--- config.mk ---
export PLATFORM = sky130hd
export DESIGN_NAME = rle_palette_sprite_blitter_unit
export DESIGN_NICKNAME = d
export VERILOG_FILES = /design/src/sv/rpsb_pkg.sv /design/src/sv/rle_palette_sprite_blitter_unit.sv /design/src/sv/rpsb_ctrl.sv /design/src/sv/rpsb_datapath.sv
export SDC_FILE = /design/constraint.sdc
export NUM_CORES = 1
export LEC_CHECK = 0
export ABC_AREA = 1
export ABC_CLOCK_PERIOD_IN_PS = 5500
export BUFFER_PORTS_ARGS = -buffer_cell sky130_fd_sc_hd__buf_2
export CORE_MARGIN = 2
export CORE_UTILIZATION = 58
export DETAILED_ROUTE_END_ITERATION = 6
export PLACE_DENSITY = 0.75
export SYNTH_ARGS = -nofsm -noshare
export SYNTH_HDL_FRONTEND = slang
export SYNTH_SLANG_ARGS = --single-unit
--- constraint.sdc ---
create_clock -name clk -period 5.5 [get_ports clk]
set_input_delay 1.1 -clock clk [delete_from_list [all_inputs] [get_ports clk]]
set_output_delay 1.1 -clock clk [all_outputs]
set_load 0.005 [all_outputs]
--- src/sv/rpsb_pkg.sv ---
// Shared constants, codes and handshake types of the palette sprite blitter.
`timescale 1ns / 1ps
`default_nettype none

package rpsb_pkg;

    // Sprite layout
    localparam int PaletteSize  = 16;
    localparam int HeaderStart  = PaletteSize * 3;
    localparam int RunPhase     = HeaderStart + 4;

    // Field widths
    localparam int PhaseW  = 6;
    localparam int IdxW    = 4;
    localparam int RunW    = 4;
    localparam int ColW    = 9;
    localparam int AddrW   = 20;
    localparam int ColorW  = 16;
    localparam int DimW    = 10;
    localparam int CfgIdxW = 2;
    localparam int OutDataW = 40;

    localparam logic [AddrW-1:0]  AddrMax     = '1;
    localparam logic [PhaseW-1:0] PhaseRun    = PhaseW'(RunPhase);
    localparam logic [DimW-1:0]   WidthReset  = 10'd240;
    localparam logic [DimW-1:0]   HeightReset = 10'd224;

    // Configuration register indexes
    localparam logic [CfgIdxW-1:0] REG_FRAME_WIDTH  = 2'd0;
    localparam logic [CfgIdxW-1:0] REG_FRAME_HEIGHT = 2'd1;

    // Position of a byte inside one palette entry
    localparam logic [1:0] PART_RED   = 2'd0;
    localparam logic [1:0] PART_GREEN = 2'd1;
    localparam logic [1:0] PART_BLUE  = 2'd2;

    // Position of a byte inside the header
    localparam logic [1:0] HDR_X0     = 2'd0;
    localparam logic [1:0] HDR_Y0     = 2'd1;
    localparam logic [1:0] HDR_WIDTH  = 2'd2;
    localparam logic [1:0] HDR_HEIGHT = 2'd3;

    typedef enum logic [0:0] {
        ST_IDLE,
        ST_RUN
    } state_t;

    // Controller to datapath
    typedef struct packed {
        logic take;      // input beat accepted this cycle
        logic step;      // process one pixel of the current run
        logic last;      // this step is the final pixel of the run
    } cmd_t;

    // Datapath to controller
    typedef struct packed {
        logic            run_phase;  // next byte is a run byte
        logic [RunW-1:0] run_len;    // length nibble of the offered byte
        logic            idx_zero;   // latched run is transparent
        logic            out_free;   // output register can take a beat
    } sts_t;

    // RGB888 to RGB565 packing
    function automatic logic [ColorW-1:0] pack565(input logic [7:0] r,
                                                  input logic [7:0] g,
                                                  input logic [7:0] b);
        pack565 = {r[7:3], g[7:2], b[7:3]};
    endfunction

endpackage

`default_nettype wire

--- src/sv/rle_palette_sprite_blitter_unit.sv ---
// Top level of the run-length palette sprite blitter.
//
// Input stream (s_*): one sprite byte per beat, s_tlast on the final byte of
// a sprite. The first 48 bytes load sixteen RGB888 palette entries, four
// header bytes follow (x0, y0, width, unused height), then run bytes with the
// length in the high nibble and the palette index in the low nibble.
// Output stream (m_*): one beat per framebuffer write, s_tlast-like m_tlast
// on the last write of a run byte. Index zero writes nothing.
// Configuration channel (cfg_*): frame width (index 0) and frame height
// (index 1), always ready; write only while the block is idle.
// Sequencing: palette and header bytes are accepted in the idle state. A run byte
// is accepted in the idle state, then the controller steps through its pixels;
// each step with a nonzero index loads one write into the output register. A
// single pixel address unit produces one address per cycle while the run is not stalled.
// Stalls: while m_tready is low the output register holds its beat and a run with
// a nonzero index pauses; a waiting beat does not block the next input byte.
// Reset: the palette is undefined, the header state clears, the frame size
// returns to 240 by 224 and the next byte starts a new palette.
`timescale 1ns / 1ps
`default_nettype none

module rle_palette_sprite_blitter_unit (
    input  wire logic                          clk,
    input  wire logic                          rst_n,
    input  wire logic                          s_tvalid,
    output logic                               s_tready,
    input  wire logic [7:0]                    s_tdata,   // [7:0] sprite_byte
    input  wire logic                          s_tlast,   // final_byte
    output logic                               m_tvalid,
    input  wire logic                          m_tready,
    // [19:0] pixel_address, [35:20] pixel_color, [36] outside_frame, [39:37] zero
    output logic [rpsb_pkg::OutDataW-1:0]      m_tdata,
    output logic                               m_tlast,   // run_last
    input  wire logic                          cfg_valid,
    output logic                               cfg_ready,
    input  wire logic [rpsb_pkg::CfgIdxW-1:0]  cfg_index,
    input  wire logic [rpsb_pkg::DimW-1:0]     cfg_data
);
    import rpsb_pkg::*;

    cmd_t cmd;
    sts_t sts;

    assign cfg_ready = 1'b1;

    // Sequencer
    rpsb_ctrl u_ctrl (
        .clk      (clk),
        .rst_n    (rst_n),
        .s_tvalid (s_tvalid),
        .s_tready (s_tready),
        .sts      (sts),
        .cmd      (cmd)
    );

    // Datapath
    rpsb_datapath u_dp (
        .clk       (clk),
        .rst_n     (rst_n),
        .s_tdata   (s_tdata),
        .s_tlast   (s_tlast),
        .cfg_valid (cfg_valid),
        .cfg_index (cfg_index),
        .cfg_data  (cfg_data),
        .m_tvalid  (m_tvalid),
        .m_tready  (m_tready),
        .m_tdata   (m_tdata),
        .m_tlast   (m_tlast),
        .cmd       (cmd),
        .sts       (sts)
    );

endmodule

`default_nettype wire

--- src/sv/rpsb_ctrl.sv ---
// Controller state machine: byte acceptance and run pixel sequencing.
`timescale 1ns / 1ps
`default_nettype none

module rpsb_ctrl (
    input  wire logic          clk,
    input  wire logic          rst_n,
    input  wire logic          s_tvalid,
    output logic               s_tready,
    input  rpsb_pkg::sts_t     sts,
    output rpsb_pkg::cmd_t     cmd
);
    import rpsb_pkg::*;

    state_t          state_reg, state_next;
    logic [RunW-1:0] cnt_reg, cnt_next;

    // State and run counter registers
    always_ff @(posedge clk or negedge rst_n)
    begin
        if (!rst_n)
        begin
            state_reg <= ST_IDLE;
            cnt_reg   <= '0;
        end
        else
        begin
            state_reg <= state_next;
            cnt_reg   <= cnt_next;
        end
    end

    // Next state and commands
    always_comb
    begin
        state_next = state_reg;
        cnt_next   = cnt_reg;
        s_tready   = 1'b0;
        cmd        = '0;
        case (state_reg)
            ST_IDLE:
            begin
                s_tready = 1'b1;
                cmd.take = s_tvalid;
                if (s_tvalid && sts.run_phase && (sts.run_len != '0))
                begin
                    state_next = ST_RUN;
                    cnt_next   = sts.run_len;
                end
            end
            ST_RUN:
            begin
                // A transparent pixel needs no output slot.
                cmd.step = sts.idx_zero || sts.out_free;
                cmd.last = (cnt_reg == RunW'(1));
                if (cmd.step)
                begin
                    cnt_next = cnt_reg - RunW'(1);
                    if (cmd.last)
                    begin
                        state_next = ST_IDLE;
                    end
                end
            end
            default:
            begin
                state_next = ST_IDLE;
            end
        endcase
    end

endmodule

`default_nettype wire

--- src/sv/rpsb_datapath.sv ---
// Datapath: palette, header state, pixel address generation and output register.
`timescale 1ns / 1ps
`default_nettype none

module rpsb_datapath (
    input  wire logic                          clk,
    input  wire logic                          rst_n,
    input  wire logic [7:0]                    s_tdata,
    input  wire logic                          s_tlast,
    input  wire logic                          cfg_valid,
    input  wire logic [rpsb_pkg::CfgIdxW-1:0]  cfg_index,
    input  wire logic [rpsb_pkg::DimW-1:0]     cfg_data,
    output logic                               m_tvalid,
    input  wire logic                          m_tready,
    output logic [rpsb_pkg::OutDataW-1:0]      m_tdata,
    output logic                               m_tlast,
    input  rpsb_pkg::cmd_t                     cmd,
    output rpsb_pkg::sts_t                     sts
);
    import rpsb_pkg::*;

    // Configuration
    logic [DimW-1:0]   fw_reg, fh_reg;
    logic [AddrW-1:0]  limit_reg;

    // Sprite state
    logic [PhaseW-1:0] phase_reg;
    logic [1:0]        part_reg;
    logic [IdxW-1:0]   entry_reg;
    logic [15:0]       rg_reg;
    logic [ColorW-1:0] palette_reg [PaletteSize];
    logic [7:0]        x0_reg, sw_reg;
    logic [ColW-1:0]   col_reg;
    logic [AddrW-1:0]  rb_reg;
    logic [IdxW-1:0]   idx_reg;

    // Output register
    logic                valid_reg;
    logic [AddrW-1:0]    addr_reg;
    logic [ColorW-1:0]   color_reg;
    logic                outside_reg;
    logic                last_reg;

    logic              in_palette, in_header;
    logic [17:0]       y_prod;
    logic              wrap;
    logic [ColW-1:0]   col_w;
    logic [AddrW:0]    rb_sum, addr_sum;
    logic [AddrW-1:0]  rb_w, addr_w;

    assign in_palette = (phase_reg[5:4] != 2'b11);
    assign in_header  = !in_palette && (phase_reg < PhaseRun);
    assign y_prod     = 18'(s_tdata) * 18'(fw_reg);

    // Pixel step: wrap the column, then form the saturated address
    always_comb
    begin
        wrap   = (col_reg >= {1'b0, sw_reg});
        col_w  = wrap ? (col_reg - {1'b0, sw_reg}) : col_reg;
        rb_sum = {1'b0, rb_reg} + (AddrW + 1)'(fw_reg);
        if (!wrap)
        begin
            rb_w = rb_reg;
        end
        else if (rb_sum[AddrW])
        begin
            rb_w = AddrMax;
        end
        else
        begin
            rb_w = rb_sum[AddrW-1:0];
        end
        addr_sum = {1'b0, rb_w} + (AddrW + 1)'(col_w);
        addr_w   = addr_sum[AddrW] ? AddrMax : addr_sum[AddrW-1:0];
    end

    // Configuration registers and the frame size product
    always_ff @(posedge clk or negedge rst_n)
    begin
        if (!rst_n)
        begin
            fw_reg    <= WidthReset;
            fh_reg    <= HeightReset;
            limit_reg <= AddrW'(WidthReset) * AddrW'(HeightReset);
        end
        else
        begin
            if (cfg_valid && (cfg_index == REG_FRAME_WIDTH))
            begin
                fw_reg <= cfg_data;
            end
            if (cfg_valid && (cfg_index == REG_FRAME_HEIGHT))
            begin
                fh_reg <= cfg_data;
            end
            limit_reg <= AddrW'(fw_reg) * AddrW'(fh_reg);
        end
    end

    // Byte phase tracking and header/run state
    always_ff @(posedge clk or negedge rst_n)
    begin
        if (!rst_n)
        begin
            phase_reg <= '0;
            part_reg  <= PART_RED;
            entry_reg <= '0;
            rg_reg    <= '0;
            x0_reg    <= '0;
            sw_reg    <= '0;
            col_reg   <= '0;
            rb_reg    <= '0;
            idx_reg   <= '0;
        end
        else if (cmd.take)
        begin
            if (in_palette)
            begin
                case (part_reg)
                    PART_RED:   rg_reg[15:8] <= s_tdata;
                    PART_GREEN: rg_reg[7:0]  <= s_tdata;
                    default:    rg_reg       <= rg_reg;
                endcase
            end
            else if (in_header)
            begin
                case (phase_reg[1:0])
                    HDR_X0:    x0_reg  <= s_tdata;
                    HDR_Y0:    rb_reg  <= AddrW'(y_prod) + AddrW'(x0_reg);
                    HDR_WIDTH: sw_reg  <= s_tdata;
                    default:   col_reg <= '0;
                endcase
            end
            else
            begin
                idx_reg <= s_tdata[IdxW-1:0];
            end
            // A final byte restarts the sprite with a new palette.
            if (s_tlast)
            begin
                phase_reg <= '0;
                part_reg  <= PART_RED;
                entry_reg <= '0;
            end
            else if (in_palette)
            begin
                part_reg  <= (part_reg == PART_BLUE) ? PART_RED : part_reg + 2'd1;
                phase_reg <= phase_reg + PhaseW'(1);
                if (part_reg == PART_BLUE)
                begin
                    entry_reg <= entry_reg + IdxW'(1);
                end
            end
            else if (in_header)
            begin
                phase_reg <= phase_reg + PhaseW'(1);
            end
        end
        else if (cmd.step)
        begin
            col_reg <= col_w + ColW'(1);
            rb_reg  <= rb_w;
        end
    end

    // Palette entries are written on the blue byte
    always_ff @(posedge clk)
    begin
        if (cmd.take && in_palette && (part_reg == PART_BLUE))
        begin
            palette_reg[entry_reg] <= pack565(rg_reg[15:8], rg_reg[7:0], s_tdata);
        end
    end

    // Output register valid flag
    always_ff @(posedge clk or negedge rst_n)
    begin
        if (!rst_n)
        begin
            valid_reg <= 1'b0;
        end
        else if (cmd.step && (idx_reg != '0))
        begin
            valid_reg <= 1'b1;
        end
        else if (m_tready)
        begin
            valid_reg <= 1'b0;
        end
    end

    // Output register payload
    always_ff @(posedge clk)
    begin
        if (cmd.step && (idx_reg != '0))
        begin
            addr_reg    <= addr_w;
            color_reg   <= palette_reg[idx_reg];
            outside_reg <= (addr_w >= limit_reg);
            last_reg    <= cmd.last;
        end
    end

    assign m_tvalid = valid_reg;
    assign m_tdata  = {3'b000, outside_reg, color_reg, addr_reg};
    assign m_tlast  = last_reg;

    assign sts.run_phase = (phase_reg == PhaseRun);
    assign sts.run_len   = s_tdata[7:4];
    assign sts.idx_zero  = (idx_reg == '0);
    assign sts.out_free  = !valid_reg || m_tready;

endmodule

`default_nettype wire

==> run_results.csv <==
group,metric,value,unit
timing,fmax,0.196,GHz
cells_and_area,instances_no_fill,3272,
floorplan,die_w,212,microns
routing,vias_per_cell,5.65,
yosys,ys_seq_area_share,46.8,%
cells_and_area,multiInputGateArea,0.0114,sq mm
place,gp_congestion,0.973,
setup_path,startpoint,"u_dp.fh_reg[5]$_DFFE_PN1P_",
yosys,synth-edff-count,294,
yosys,yosysTopAreaCell,"edfxtp_1",
power_and_ir_drop,vdd_drop_max,326,uV
cells_and_area,regArea,0.0118,sq mm
place,port_buffers,65,
yosys,synth.most_common_cell,"nand2_1",
floorplan,core-area,0.0430,sq mm
yosys,yosysUniqueCellTypes,56,
yosys,yosysTopAreaCellShare,35.0,%
setup_path,worst-path-buf-inv,2,
cells_and_area,drive_gt1_share,9.58,%
yosys,netlist_top_cells_count,"nand2_1 (501), inv_1 (395), edfxtp_1 (294)",
timing,hold_violations,0,
cells_and_area,final_core_util,64.2,%
timing,fin_skew,0.0227,ns
yosys,yosys_warnings,0,
timing,tns,0,ns
floorplan,start_util,58.7,%
yosys,syn_avg_cell_area,9.72,sq um
place,dp_hpwl,43500,microns
setup_path,critical_path.max_stage_delay,0.71,ns
setup_path,worstPathRequired,5.99,ns
clock_tree,clk_pin_slew,0.06,ns
timing,timing.final.crit_share,92.5,%
setup_path,timing.rr.start,"u_dp.fh_reg[5]$_DFFE_PN1P_",
grt,grt_usage,28.1,%
clock_tree,cts_tree,"built",
clock_tree,root_buffer,"clkbuf_16",
cells_and_area,nets,2959,
clock_tree,clockBufferDepth,3,
cells_and_area,syn2layout_area_growth,9.54,%
setup_path,cp-end-kind,"flop",
clock_tree,hold_buffers,0,
setup_path,critical_path.startpoint_type,"flop",
floorplan,rows,76,
clock_tree,clkLatencyLatePin,0.59,ns
routing,drtAntennaViolNets,0,
setup_path,critPathMaxFanout,11,
routing,dr.pass1.iters,6,
power_and_ir_drop,p_leak,12.7,nW
setup_path,crit_family,"adder cells",
grt,antenna_found_initial,3,
setup_path,cp_cell_sequence,"nand2_1 -> fa_1 -> fa_1 -> inv_1 -> fa_1 -> fa_1 -> fa_1 -> ha_1 -> nand2_1 -> inv_1 -> nand4_1 -> nand3_1 -> a21boi_0 -> o21ai_0 -> nand2_1 -> o21ai_0 -> xor2_1",
floorplan,die-area,0.0451,sq mm
grt,overflow,0,
grt,grt_max_degree,130,
routing,wire_per_inst,18.8,microns
place,place_ws,0.118,ns
routing,drt_iter0_markers,1403,
yosys,synth-main-ff-cell,"edfxtp_1",
clock_tree,cts_buffers,42,
yosys,synthTopCellsByArea,"edfxtp_1 (35%), dfrtp_1 (11%), fa_1 (9.6%)",
timing,period_needed,5.09,ns
hold_path,hp-class,"flop to flop",
power_and_ir_drop,comb_power_share,35.2,%
timing,setup-violations-final,0,
setup_path,cp_slowest_cell,"dfstp_2",
routing,vias,18500,
clock_tree,clock_sinks,412,
power_and_ir_drop,power,10.1,mW
power_and_ir_drop,clkPwrFrac,27.3,%
setup_path,cp_data_arrival_time,5.58,ns
cells_and_area,largest_register_ffs,256,
place,placed_area,0.0262,sq mm
place,placedCellCount,3194,
floorplan,die_h,212,microns
routing,drc,0,
timing,fin_ws,0.410,ns
timing,whs,0.500,ns
setup_path,path_class,"flop to flop",
grt,grt_pass1_wl,98000,microns
power_and_ir_drop,intPower,6.48,mW
grt,grt_pass1_vias,18800,
yosys,syn_inst,2593,
power_and_ir_drop,p_sw,3.58,mW
timing,worst_pin_slew,1.27,ns
run,cap_violations,0,
timing,relSlewSlack,15.3,%
yosys,ys_ff_latch,412,
timing,slew_viol_final,0,
yosys,syn-cell-area,0.0252,sq mm
status,outcome,"finished, final reports clean",
routing,wl,61500,microns
hold_path,hp-start,"u_dp.phase_reg[5]$_DFFE_PN0P_",
cells_and_area,final_area,0.0276,sq mm
cells_and_area,n_fill_cell,3374,
power_and_ir_drop,switching_share,35.6,%
clock_tree,h-tree-depth,2,
power_and_ir_drop,p_per_area,364,mW/mm^2
setup_path,critPathMostFrequentCell,"fa_1",
floorplan,io_pins,70,
power_and_ir_drop,pwr-share-seq,37.6,%
yosys,async_reset_ff_share,28.6,%
-- cell families after synthesis --
logic type	after synthesis	share of synthesized area (%)
AND/OR/NAND/NOR	930	15.8
other	2	0.0298
flip-flops	412	46.8
AO/OA/AOI/OAI	377	9.06
XOR/XNOR	50	1.74
buffers and inverters	515	8.00
multiplexers	29	1.17
adder cells (fa/ha/maj)	278	17.4
-- area by class of cell --
class                           count  area share (%)
Antenna cell                        3          0.0272
Clock buffer                       59            4.26
Clock inverter                     14           0.507
Inverter                          403            5.48
Multi-Input combinational cell   1668            41.4
Sequential cell                   412            42.7
Tap cell                          585            2.65
Timing Repair Buffer              128            2.90
-- routing by layer --
| metal | track usage, % | share of wire [%] | vias up |
|---|---|---|---|
| met5 | 0 | 0 | - |
| met4 | 12.9 | 4.1 | 0 |
| met3 | 3.63 | 5.2 | 168 |
| met2 | 50.4 | 52 | 643 |
| met1 | 33.8 | 39 | 8953 |
| li1 | - | - | 8708 |
-- worst paths after layout --
path | to | slack, ns | depth (start not counted)
max reg2reg | u_dp.limit_reg[18]$_DFF_PN0_ | 0.41 | 17
min | u_dp.phase_reg[5]$_DFFE_PN0P_ | 0.50 | 1
min reg2reg | u_dp.phase_reg[5]$_DFFE_PN0P_ | 0.50 | 1
max in group asynchronous | u_dp.idx_reg[0]$_DFFE_PN0P_ | 3.65 | 2
max | u_dp.limit_reg[18]$_DFF_PN0_ | 0.41 | 17
min in group asynchronous | u_dp.col_reg[6]$_DFFE_PN0P_ | 0.71 | 1
-- power by group through the flow --
| stage | sequential (mW) | combinational [mW] | clock (mW) |
|---|---|---|---|
| after floorplan | 3.72 | 2.64 | 0 |
| after global placement | 3.82 | 3.44 | 0 |
| after detailed placement | 3.84 | 3.52 | 0 |
| after CTS | 3.77 | 3.56 | 2.78 |
| after global routing | 3.79 | 4.06 | 2.89 |
| final | 3.78 | 3.53 | 2.74 |
-- placed cells by master, fill, tap and decap left out, types with 4 or more instances in the layout --
cell type | Yosys | final
a21boi_0 | 5 | 5
a21o_1 | 6 | 6
a21oi_1 | 68 | 68
a31oi_1 | 8 | 8
buf_2 | 8 | 64
buf_4 | 6 | 64
clkbuf_1 | 84 | 12
clkbuf_16 | 0 | 43
clkbuf_8 | 0 | 4
clkinv_1 | 2 | 8
conb_1 | 2 | 4
dfrtp_1 | 107 | 105
dfstp_2 | 11 | 11
edfxtp_1 | 294 | 294
fa_1 | 121 | 121
ha_1 | 157 | 155
inv_1 | 395 | 393
inv_2 | 6 | 7
mux2i_1 | 26 | 26
nand2_1 | 501 | 501
nand2_2 | 12 | 12
nand3_1 | 107 | 107
nand3_2 | 9 | 9
nand3_4 | 4 | 4
nand3b_1 | 6 | 6
nand4_1 | 30 | 30
nor2_1 | 228 | 228
nor2_4 | 5 | 6
nor3_1 | 15 | 13
o211ai_1 | 14 | 14
o21a_1 | 4 | 4
o21ai_0 | 169 | 169
o21ai_1 | 10 | 10
o21ai_2 | 6 | 6
o221ai_1 | 29 | 29
o22ai_1 | 10 | 10
o32ai_1 | 38 | 38
xnor2_1 | 22 | 22
xor2_1 | 28 | 28
-- worst register-to-register path: cells and delay by family (launching register included) --
family          cells  cell delay (ns)
simple gates        5             0.51
fa+ha+maj           6             2.87
buf+inv             2             0.11
flops               1             0.71
compound gates      3             0.62
xor+xnor            1             0.18
-- timing repair --
| action | CTS | global route |
|---|---|---|
| resized for setup | 0 | 6 |
| setup endpoints to repair | 0 | 1 |
| buffers inserted | 0 | 2 |
(Power assumes the default switching activity.)
